<file path="src/design/mcr_pkg.sv">
package mcr_pkg;

  localparam int RAD_W   = 12;
  localparam int GRAY_W  = 16;
  localparam int VAL_W   = 8;
  localparam int SX_W    = 13;
  localparam int SY_W    = 14;
  localparam int DEC_W   = 20;
  localparam int CFG_W   = 13;
  localparam int CFG_IDX_W = 1;

  localparam logic FUNC_START   = 1'b0;
  localparam logic FUNC_ADVANCE = 1'b1;

  localparam logic [CFG_IDX_W-1:0] REG_CANVAS_WIDTH  = 1'b0;
  localparam logic [CFG_IDX_W-1:0] REG_CANVAS_HEIGHT = 1'b1;

  localparam logic [CFG_W-1:0] CANVAS_WIDTH_RST  = 13'd640;
  localparam logic [CFG_W-1:0] CANVAS_HEIGHT_RST = 13'd480;

  localparam int DEC_INIT   = 3;
  localparam int DEC_DIAG   = 10;
  localparam int DEC_STRAIT = 6;
  localparam int GRAY_MAX   = 255;

  typedef struct packed {
    logic                   idle;
    logic                   done;
    logic [VAL_W-1:0]       value;
    logic [SX_W-1:0]        sx;
    logic signed [SY_W-1:0] sy;
  } mcr_step_t;

endpackage

</file>
<file path="src/design/mcr_queue.sv">
module mcr_queue #(
  parameter int DATA_W = 64
) (
  input  logic              clk,
  input  logic              rst_n,
  input  logic              push,
  input  logic [DATA_W-1:0] push_data,
  output logic              not_full,
  input  logic              pop,
  output logic              not_empty,
  output logic [DATA_W-1:0] head_data
);
  localparam int DEPTH = 2;

  logic [DATA_W-1:0] mem_r [DEPTH];
  logic              wr_ptr_r, wr_ptr_nxt;
  logic              rd_ptr_r, rd_ptr_nxt;
  logic [1:0]        count_r, count_nxt;

  assign not_full  = (count_r != 2'(DEPTH));
  assign not_empty = (count_r != 2'd0);
  assign head_data = mem_r[rd_ptr_r];

  always_comb begin
    wr_ptr_nxt = push ? ~wr_ptr_r : wr_ptr_r;
    rd_ptr_nxt = pop ? ~rd_ptr_r : rd_ptr_r;
    count_nxt  = count_r + 2'(push) - 2'(pop);
  end

  always_ff @(posedge clk) begin
    if (!rst_n) begin
      wr_ptr_r <= 1'b0;
      rd_ptr_r <= 1'b0;
      count_r  <= 2'd0;
    end else begin
      wr_ptr_r <= wr_ptr_nxt;
      rd_ptr_r <= rd_ptr_nxt;
      count_r  <= count_nxt;
    end
  end

  always_ff @(posedge clk) begin
    if (push) begin
      mem_r[wr_ptr_r] <= push_data;
    end
  end

  a_count_bound: assert property (@(posedge clk) disable iff (!rst_n)
    count_r <= 2'(DEPTH)) else $error("queue count out of range");
  a_no_overflow: assert property (@(posedge clk) disable iff (!rst_n)
    push |-> (not_full || pop)) else $error("push into full queue");
  a_no_underflow: assert property (@(posedge clk) disable iff (!rst_n)
    pop |-> not_empty) else $error("pop from empty queue");

endmodule

</file>
<file path="src/design/mcr_front.sv">
module mcr_front #(
  parameter int COORD_BITS = 14
) (
  input  logic                          clk,
  input  logic                          rst_n,
  input  logic                          in_accept,
  input  logic                          in_func,
  input  logic signed [COORD_BITS-1:0]  in_cx,
  input  logic signed [COORD_BITS-1:0]  in_cy,
  input  logic [mcr_pkg::RAD_W-1:0]     in_radius,
  input  logic signed [mcr_pkg::GRAY_W-1:0] in_gray,
  output logic signed [COORD_BITS-1:0]  job_cx,
  output logic signed [COORD_BITS-1:0]  job_cy,
  output mcr_pkg::mcr_step_t            job_step
);
  import mcr_pkg::*;

  logic [SX_W-1:0]         sx_r, sx_nxt;
  logic signed [SY_W-1:0]  sy_r, sy_nxt;
  logic signed [DEC_W-1:0] dec_r, dec_nxt;
  logic signed [COORD_BITS-1:0] cx_r, cx_nxt, cy_r, cy_nxt;
  logic [VAL_W-1:0]        val_r, val_nxt;
  logic                    active_r, active_nxt;

  logic [SX_W-1:0]         x1;
  logic signed [SY_W-1:0]  y1;
  logic signed [DEC_W-1:0] xe, ye;
  logic [VAL_W-1:0]        clamp;
  logic                    done;

  always_comb begin
    if ($signed(in_gray) >= $signed(GRAY_W'(GRAY_MAX))) begin
      clamp = VAL_W'(GRAY_MAX);
    end else if (in_gray[GRAY_W-1] || in_gray == '0) begin
      clamp = '0;
    end else begin
      clamp = in_gray[VAL_W-1:0];
    end
  end

  always_comb begin
    x1 = sx_r + SX_W'(1);
    y1 = (dec_r > 0) ? sy_r - SY_W'(1) : sy_r;
    xe = $signed({{(DEC_W-SX_W){1'b0}}, x1});
    ye = DEC_W'(y1);
    done = $signed({1'b0, x1}) > y1;

    sx_nxt = sx_r;
    sy_nxt = sy_r;
    dec_nxt = dec_r;
    cx_nxt = cx_r;
    cy_nxt = cy_r;
    val_nxt = val_r;
    active_nxt = active_r;

    job_step.idle = 1'b0;
    job_step.done = 1'b0;

    if (in_func == FUNC_START) begin
      sx_nxt = '0;
      sy_nxt = $signed({{(SY_W-RAD_W){1'b0}}, in_radius});
      dec_nxt = DEC_W'(DEC_INIT) - $signed({{(DEC_W-RAD_W-1){1'b0}}, in_radius, 1'b0});
      cx_nxt = in_cx;
      cy_nxt = in_cy;
      val_nxt = clamp;
      active_nxt = 1'b1;
    end else if (active_r) begin
      sx_nxt = x1;
      sy_nxt = y1;
      if (dec_r > 0) begin
        dec_nxt = dec_r + ((xe - ye) <<< 2) + DEC_W'(DEC_DIAG);
      end else begin
        dec_nxt = dec_r + (xe <<< 2) + DEC_W'(DEC_STRAIT);
      end
      active_nxt = !done;
      job_step.done = done;
    end else begin
      job_step.idle = 1'b1;
      job_step.done = 1'b1;
    end

    job_step.value = val_nxt;
    job_step.sx = sx_nxt;
    job_step.sy = sy_nxt;
    job_cx = cx_nxt;
    job_cy = cy_nxt;
  end

  always_ff @(posedge clk) begin
    if (!rst_n) begin
      sx_r <= '0;
      sy_r <= '0;
      dec_r <= '0;
      cx_r <= '0;
      cy_r <= '0;
      val_r <= '0;
      active_r <= 1'b0;
    end else if (in_accept) begin
      sx_r <= sx_nxt;
      sy_r <= sy_nxt;
      dec_r <= dec_nxt;
      cx_r <= cx_nxt;
      cy_r <= cy_nxt;
      val_r <= val_nxt;
      active_r <= active_nxt;
    end
  end

  a_active_octant: assert property (@(posedge clk) disable iff (!rst_n)
    active_r |-> ($signed({1'b0, sx_r}) <= sy_r))
    else $error("active circle left its octant");

endmodule

</file>
<file path="src/design/mcr_back.sv">
module mcr_back #(
  parameter int COORD_BITS = 14
) (
  input  logic                          clk,
  input  logic                          rst_n,
  input  logic                          cfg_we,
  input  logic [mcr_pkg::CFG_IDX_W-1:0] cfg_idx,
  input  logic [mcr_pkg::CFG_W-1:0]     cfg_val,
  input  logic                          q_valid,
  input  logic signed [COORD_BITS-1:0]  q_cx,
  input  logic signed [COORD_BITS-1:0]  q_cy,
  input  mcr_pkg::mcr_step_t            q_step,
  output logic                          q_pop,
  output logic                          out_valid,
  input  logic                          out_ready,
  output logic signed [COORD_BITS:0]    out_px,
  output logic signed [COORD_BITS:0]    out_py,
  output logic [mcr_pkg::VAL_W-1:0]     out_val,
  output logic                          out_we,
  output logic                          out_last,
  output logic                          out_done
);
  import mcr_pkg::*;

  localparam int SW = ((COORD_BITS > SY_W) ? COORD_BITS : SY_W) + 2;

  logic [CFG_W-1:0] cw_r, ch_r;
  logic [2:0]       cnt_r, cnt_nxt;
  logic             vld_r, vld_nxt;
  logic signed [COORD_BITS:0] px_r, py_r;
  logic [VAL_W-1:0] val_r;
  logic             we_r, last_r, done_r;

  logic             load;
  logic signed [SW-1:0] ax, ay, a, b, pxf, pyf;
  logic             in_x, in_y, pt_last;

  always_comb begin
    load = q_valid && (!vld_r || out_ready);
    ax = $signed({{(SW-SX_W){1'b0}}, q_step.sx});
    ay = SW'(q_step.sy);
    a = cnt_r[2] ? ay : ax;
    b = cnt_r[2] ? ax : ay;
    pxf = SW'(q_cx) + (cnt_r[0] ? -a : a);
    pyf = SW'(q_cy) + (cnt_r[1] ? -b : b);
    in_x = !pxf[SW-1] && (pxf < $signed({{(SW-CFG_W){1'b0}}, cw_r}));
    in_y = !pyf[SW-1] && (pyf < $signed({{(SW-CFG_W){1'b0}}, ch_r}));
    pt_last = q_step.idle || (cnt_r == 3'd7);
    q_pop = load && pt_last;
    cnt_nxt = cnt_r;
    if (load) begin
      cnt_nxt = pt_last ? 3'd0 : cnt_r + 3'd1;
    end
    vld_nxt = load ? 1'b1 : (out_ready ? 1'b0 : vld_r);
  end

  always_ff @(posedge clk) begin
    if (!rst_n) begin
      cw_r <= CANVAS_WIDTH_RST;
      ch_r <= CANVAS_HEIGHT_RST;
      cnt_r <= '0;
      vld_r <= 1'b0;
    end else begin
      if (cfg_we) begin
        unique case (cfg_idx)
          REG_CANVAS_WIDTH:  cw_r <= cfg_val;
          REG_CANVAS_HEIGHT: ch_r <= cfg_val;
          default: ;
        endcase
      end
      cnt_r <= cnt_nxt;
      vld_r <= vld_nxt;
    end
  end

  always_ff @(posedge clk) begin
    if (load) begin
      if (q_step.idle) begin
        px_r <= '0;
        py_r <= '0;
        val_r <= '0;
        we_r <= 1'b0;
      end else begin
        px_r <= pxf[COORD_BITS:0];
        py_r <= pyf[COORD_BITS:0];
        val_r <= q_step.value;
        we_r <= in_x && in_y;
      end
      last_r <= pt_last;
      done_r <= pt_last && q_step.done;
    end
  end

  assign out_valid = vld_r;
  assign out_px = px_r;
  assign out_py = py_r;
  assign out_val = val_r;
  assign out_we = we_r;
  assign out_last = last_r;
  assign out_done = done_r;

  a_mid_job_held: assert property (@(posedge clk) disable iff (!rst_n)
    (cnt_r != 3'd0) |-> q_valid) else $error("job left queue mid-sequence");
  a_idle_single: assert property (@(posedge clk) disable iff (!rst_n)
    (q_valid && q_step.idle) |-> (cnt_r == 3'd0))
    else $error("idle job inside a point sequence");
  a_pop_on_last: assert property (@(posedge clk) disable iff (!rst_n)
    q_pop |=> (vld_r && last_r)) else $error("pop without last point");

endmodule

</file>
<file path="src/design/midpoint_circle_rasterizer.sv">
// Midpoint circle outline generator. A start item (tuser 0) loads center, radius and a gray
// level clamped to 0..255 and yields the eight symmetric points of offset (0, radius); each
// advance item (tuser 1) does one midpoint step and yields eight more points, the eighth of the
// final step flagged circle_done. An advance with no circle in progress yields a single dummy
// point with write_enable low. Items are classified and stepped combinationally, then queued
// two deep; the point emitter drives one point per cycle, while a job waits and out_tready is
// high, through a registered output that sets the sustained rate. Points outside the
// configured canvas come out with write_enable low. Write the canvas size only while idle.
module midpoint_circle_rasterizer #(
  parameter int COORD_BITS = 14
) (
  input  logic clk,
  input  logic rst_n,
  // tdata, low bit up: center col, center row, radius, gray_value, zero pad
  input  logic                     in_tvalid,
  output logic                     in_tready,
  input  logic [((2*COORD_BITS+28+7)/8)*8-1:0] in_tdata,
  // tuser: func
  input  logic                     in_tuser,
  output logic                     out_tvalid,
  input  logic                     out_tready,
  // tdata, low bit up: pixel_x, pixel_y, pixel_value, zero pad
  output logic [((2*COORD_BITS+10+7)/8)*8-1:0] out_tdata,
  // tuser, low bit up: write_enable, circle_done
  output logic [1:0]               out_tuser,
  output logic                     out_tlast,
  input  logic                     cfg_valid,
  output logic                     cfg_ready,
  input  logic [mcr_pkg::CFG_IDX_W-1:0] cfg_index,
  input  logic [mcr_pkg::CFG_W-1:0]     cfg_data
);
  import mcr_pkg::*;

  localparam int OUT_W = ((2*COORD_BITS+10+7)/8)*8;
  localparam int PIX_W = COORD_BITS + 1;
  localparam int JOB_W = 2*COORD_BITS + $bits(mcr_step_t);
  localparam int IN_USED  = 2*COORD_BITS + RAD_W + GRAY_W;
  localparam int OUT_USED = 2*PIX_W + VAL_W;

  logic in_accept;
  logic signed [COORD_BITS-1:0] f_cx, f_cy, q_cx, q_cy;
  mcr_step_t f_step, q_step;
  logic [JOB_W-1:0] q_head;
  logic q_not_full, q_not_empty, q_pop;
  logic signed [PIX_W-1:0] px, py;
  logic [VAL_W-1:0] pval;
  logic pwe, pdone;

  assign cfg_ready = 1'b1;
  assign in_tready = q_not_full;
  assign in_accept = in_tvalid && q_not_full;

  mcr_front #(.COORD_BITS(COORD_BITS)) u_front (
    .clk       (clk),
    .rst_n     (rst_n),
    .in_accept (in_accept),
    .in_func   (in_tuser),
    .in_cx     ($signed(in_tdata[COORD_BITS-1:0])),
    .in_cy     ($signed(in_tdata[2*COORD_BITS-1:COORD_BITS])),
    .in_radius (in_tdata[2*COORD_BITS+RAD_W-1:2*COORD_BITS]),
    .in_gray   ($signed(in_tdata[IN_USED-1:2*COORD_BITS+RAD_W])),
    .job_cx    (f_cx),
    .job_cy    (f_cy),
    .job_step  (f_step)
  );

  mcr_queue #(.DATA_W(JOB_W)) u_queue (
    .clk       (clk),
    .rst_n     (rst_n),
    .push      (in_accept),
    .push_data ({f_cx, f_cy, f_step}),
    .not_full  (q_not_full),
    .pop       (q_pop),
    .not_empty (q_not_empty),
    .head_data (q_head)
  );

  assign q_cx   = $signed(q_head[JOB_W-1:JOB_W-COORD_BITS]);
  assign q_cy   = $signed(q_head[JOB_W-COORD_BITS-1:$bits(mcr_step_t)]);
  assign q_step = mcr_step_t'(q_head[$bits(mcr_step_t)-1:0]);

  mcr_back #(.COORD_BITS(COORD_BITS)) u_back (
    .clk       (clk),
    .rst_n     (rst_n),
    .cfg_we    (cfg_valid),
    .cfg_idx   (cfg_index),
    .cfg_val   (cfg_data),
    .q_valid   (q_not_empty),
    .q_cx      (q_cx),
    .q_cy      (q_cy),
    .q_step    (q_step),
    .q_pop     (q_pop),
    .out_valid (out_tvalid),
    .out_ready (out_tready),
    .out_px    (px),
    .out_py    (py),
    .out_val   (pval),
    .out_we    (pwe),
    .out_last  (out_tlast),
    .out_done  (pdone)
  );

  assign out_tdata = {{(OUT_W-OUT_USED){1'b0}}, pval, py, px};
  assign out_tuser = {pdone, pwe};

endmodule

</file>
<file path="config.mk">
export PLATFORM = sky130hd
export DESIGN_NAME = midpoint_circle_rasterizer
export DESIGN_NICKNAME = d
export VERILOG_FILES = /design/src/design/mcr_pkg.sv /design/src/design/mcr_queue.sv /design/src/design/mcr_front.sv /design/src/design/mcr_back.sv /design/src/design/midpoint_circle_rasterizer.sv
export SDC_FILE = /design/constraint.sdc
export NUM_CORES = 1
export LEC_CHECK = 0
export ABC_AREA = 1
export BUFFER_PORTS_ARGS = -buffer_cell sky130_fd_sc_hd__buf_2
export CAP_MARGIN = 30
export CORE_MARGIN = 2
export CORE_UTILIZATION = 56
export CTS_CLUSTER_SIZE = 12
export DETAILED_ROUTE_END_ITERATION = 6
export PLACE_DENSITY = 0.78
export SETUP_SLACK_MARGIN = 0.2
export SLEW_MARGIN = 10
export SYNTH_ARGS = -nofsm -noshare
export SYNTH_HDL_FRONTEND = slang
export SYNTH_SLANG_ARGS = --single-unit
</file>
<file path="constraint.sdc">
create_clock -name clk -period 4.9 [get_ports clk]
set_input_delay 0.735 -clock clk [delete_from_list [all_inputs] [get_ports clk]]
set_output_delay 0.735 -clock clk [all_outputs]
set_load 0.1 [all_outputs]
</file>
==> impl_metrics.py <==
metrics = {
    "run_status": {
        "status": "complete, no violations",
    },
    "floorplan": {
        "start_util_pct": 56.6,
        "coreArea_um2": 31400,
        "die_area_um2": 33100,
        "dieWidth_um": 182,
        "ios": 122,
        "rows": 65,
        "die_h_um": 182,
    },
    "sta": {
        "setup_viol_count_final": 0,
        "finalSetupTns_ns": 0,
        "hold_viol": 0,
        "fin_skew_ns": 0.0183,
        "period_needed_ns": 4.57,
        "rsz0062_at_grt": "true",
        "post-route-period-util_pct": 93.2,
        "slew_viol_final": 0,
        "relSlewSlack_pct": 40.1,
        "clock.fmax_mhz": 219,
        "worst_pin_slew_ns": 0.899,
    },
    "drt": {
        "detail_route.first_pass.iterations": 7,
        "drt_iter0_markers": 1611,
        "wl_per_cell_um": 17.7,
        "drc": 0,
        "routed_wirelength_mm": 49.5,
        "via_count": 15828,
        "via_per_inst": 5.67,
        "final_antenna_net_count": 0,
    },
    "synth": {
        "netlist_instances": 2201,
        "syn_area_per_cell_um2": 8.07,
        "synthTopCellsByArea": "edfxtp_1 (29%), dfxtp_1 (13%), nand2_1 (9.7%), ha_1 (9.6%), inv_1 (6.3%)",
        "seq_area_frac_synth_pct": 42.3,
        "ys_warn_count": 0,
        "syn_area_um2": 17800,
        "synth_top_family_by_area": "simple AND/OR/NAND/NOR gates",
        "synth_edf_count": 171,
        "synth_xor_area_share_pct": 4.29,
        "async_flop_share_pct": 0,
        "synthAdderAreaFrac_pct": 10.1,
        "synth_ff_type": "edfxtp_1",
        "synth_seq_cells": 290,
        "synth_cell_types": 57,
        "synth_top_cell_by_area": "edfxtp_1",
        "yosys.area.top_type_share_pct": 28.9,
        "synth_mux_area_share_pct": 0.677,
        "yosys.area_share.simple_pct": 17.2,
        "synth_compound_area_share_pct": 16.5,
    },
    "placement": {
        "port_buffers": 118,
        "dpl.hpwl_mm": 35.5,
        "gp_congestion": 0.943,
    },
    "clocking": {
        "cts_sinks": 290,
        "h-tree-depth": 1,
        "clock_latency_ns": 0.58,
        "cts_root_buf": "clkbuf_16",
        "clk_pin_slew_ns": 0.07,
        "cts_tree": "done",
        "clock_path_buffers": 3,
        "holdBufCountCts": 0,
        "numCtsBuffers": 31,
    },
    "critical_path": {
        "critPathMaxStageDelay_ns": 0.36,
        "end_kind": "register",
        "critPathKind": "reg -> reg",
        "startpoint_type": "register",
        "timing.critical_path.mode_cell": "nand2_1",
        "worst_path_max_delay_cell": "fa_2",
        "cp_max_fo": 3,
        "crit_required_ns": 5.34,
        "worstPathArrival_ns": 5.01,
    },
    "global_route": {
        "grt_pass1_vias": 14875,
        "grt_max_degree": 87,
        "grt_pass1_wl_mm": 76.1,
        "grt_overflow_total": 0,
        "grt_usage_pct": 28.7,
        "antenna_found_initial": 1,
    },
    "hold_path": {
        "hp-class": "in -> reg",
    },
    "flow_run": {
        "maxCapViolCount": 0,
    },
    "final_layout": {
        "nFillCells": 2510,
        "drive_gt1_share_pct": 19.5,
        "n_antenna_cell": 0,
        "synthToLayoutAreaGrowth_pct": 20.0,
        "final_cell_mix": "nand2_1 (437), inv_1 (291), a21oi_1 (183), o21ai_0 (176), edfxtp_1 (171)",
        "nets": 2582,
        "mostFrequentLayoutCell": "nand2_1",
    },
}
-- state kept, by name, summed over array words and instances, names as in the netlist, 8 cells and up, named ones only --
| name | flops |
|---|---|
| u_front.dec_r | 20 |
| u_back.ch_r | 13 |
| u_front.val_r | 8 |
| u_queue.mem_r | 130 |
| u_front.cy_r | 14 |
| u_back.out_val | 8 |
| u_front.cx_r | 14 |
| u_back.out_py | 15 |
| u_front.sy_r | 14 |
| u_back.cw_r | 13 |
| u_back.out_px | 15 |
| u_front.sx_r | 13 |
-- per-layer routing --
layer | vias to the layer above | part of all wire, % | track usage (%)
met1 | 7404 | 42 | 38.0
met2 | 607 | 47 | 48.1
li1 | 7689 | - | -
met5 | - | 0.026 | 0
met3 | 126 | 6.8 | 3.83
met4 | 2 | 4.2 | 10.9
-- layout make-up --
class	count	area (um^2)	share of cell area, %
Inverter	314	1190	5.58
Multi-Input combinational cell	1520	9670	45.4
Clock inverter	8	130	0.611
Clock buffer	50	910	4.27
Timing Repair Buffer	208	1350	6.31
Sequential cell	290	7560	35.5
Tap cell	402	503	2.36
-- critical path: cells and delay by family (launching register included) --
kind | cells | cell delay, ns
compound gates | 7 | 0.79
xor+xnor | 2 | 0.27
fa+ha+maj | 4 | 1.18
buf+inv | 2 | 0.17
flops | 1 | 0.35
simple gates | 18 | 1.66
-- Yosys cell counts (12+ instances only) --
cell and n:
nand2_1 458, inv_1 299, a21oi_1 206, o21ai_0 185
edfxtp_1 171, nor2_1 159, ha_1 136, dfxtp_1 119
xor2_1 60, clkbuf_1 57, nand3_1 55, o21ai_1 38
xnor2_1 27, o211ai_1 20, nor3_1 18, a31oi_1 15
nand4_1 14, o221ai_1 14, inv_2 12, mux2i_1 12
-- per-stage QoR --
step | utilization, % | std cells | worst slack, ns | hold slack, ns | cell area, um^2
floorplan | - | 2202 | 0.564 | 0.425 | 17800
global placement | 60.5 | 2706 | 0.156 | 0.431 | 19000
detailed placement | 60.6 | 2707 | 0.0490 | 0.442 | 19000
CTS | 64.3 | 2769 | 0.201 | 0.399 | 20200
global route | 67.9 | 2792 | 0.0609 | 0.409 | 21300
finish | 67.9 | 2792 | 0.332 | 0.413 | 21300
-- logic make-up after synthesis --
family	count (synthesis)
and+or+nand+nor	744
AOI/OAI and AO/OA	533
buffers and inverters	392
DFF	290
adders and majority gates	141
xor gates and xnor gates	87
muxes	12
other	2
-- path summary, 6_finish.rpt --
kind | startpoint | end | cells after the start | slack, ns
min reg2reg | u_front.cx_r[10] | u_front.cx_r[10] | 2 | 0.45
min | cfg_data[6] | u_back.ch_r[6] | 3 | 0.41
max | u_front.dec_r[9] | u_front.dec_r[18] | 33 | 0.33
max reg2reg | u_front.dec_r[9] | u_front.dec_r[18] | 33 | 0.33
-- timing repair --
item | 4_1_cts | 5_1_grt
gates resized for setup | 15 | 202
endpoints found under the setup margin | 6 | 10
gates cloned | 1 | 1
hold endpoints to repair | 0 | 0
pin swaps | 4 | 72
buffers inserted | 3 | 22
Power is not shown: default switching activity piles up to over one toggle a cycle in this logic, so the estimate is an artifact.
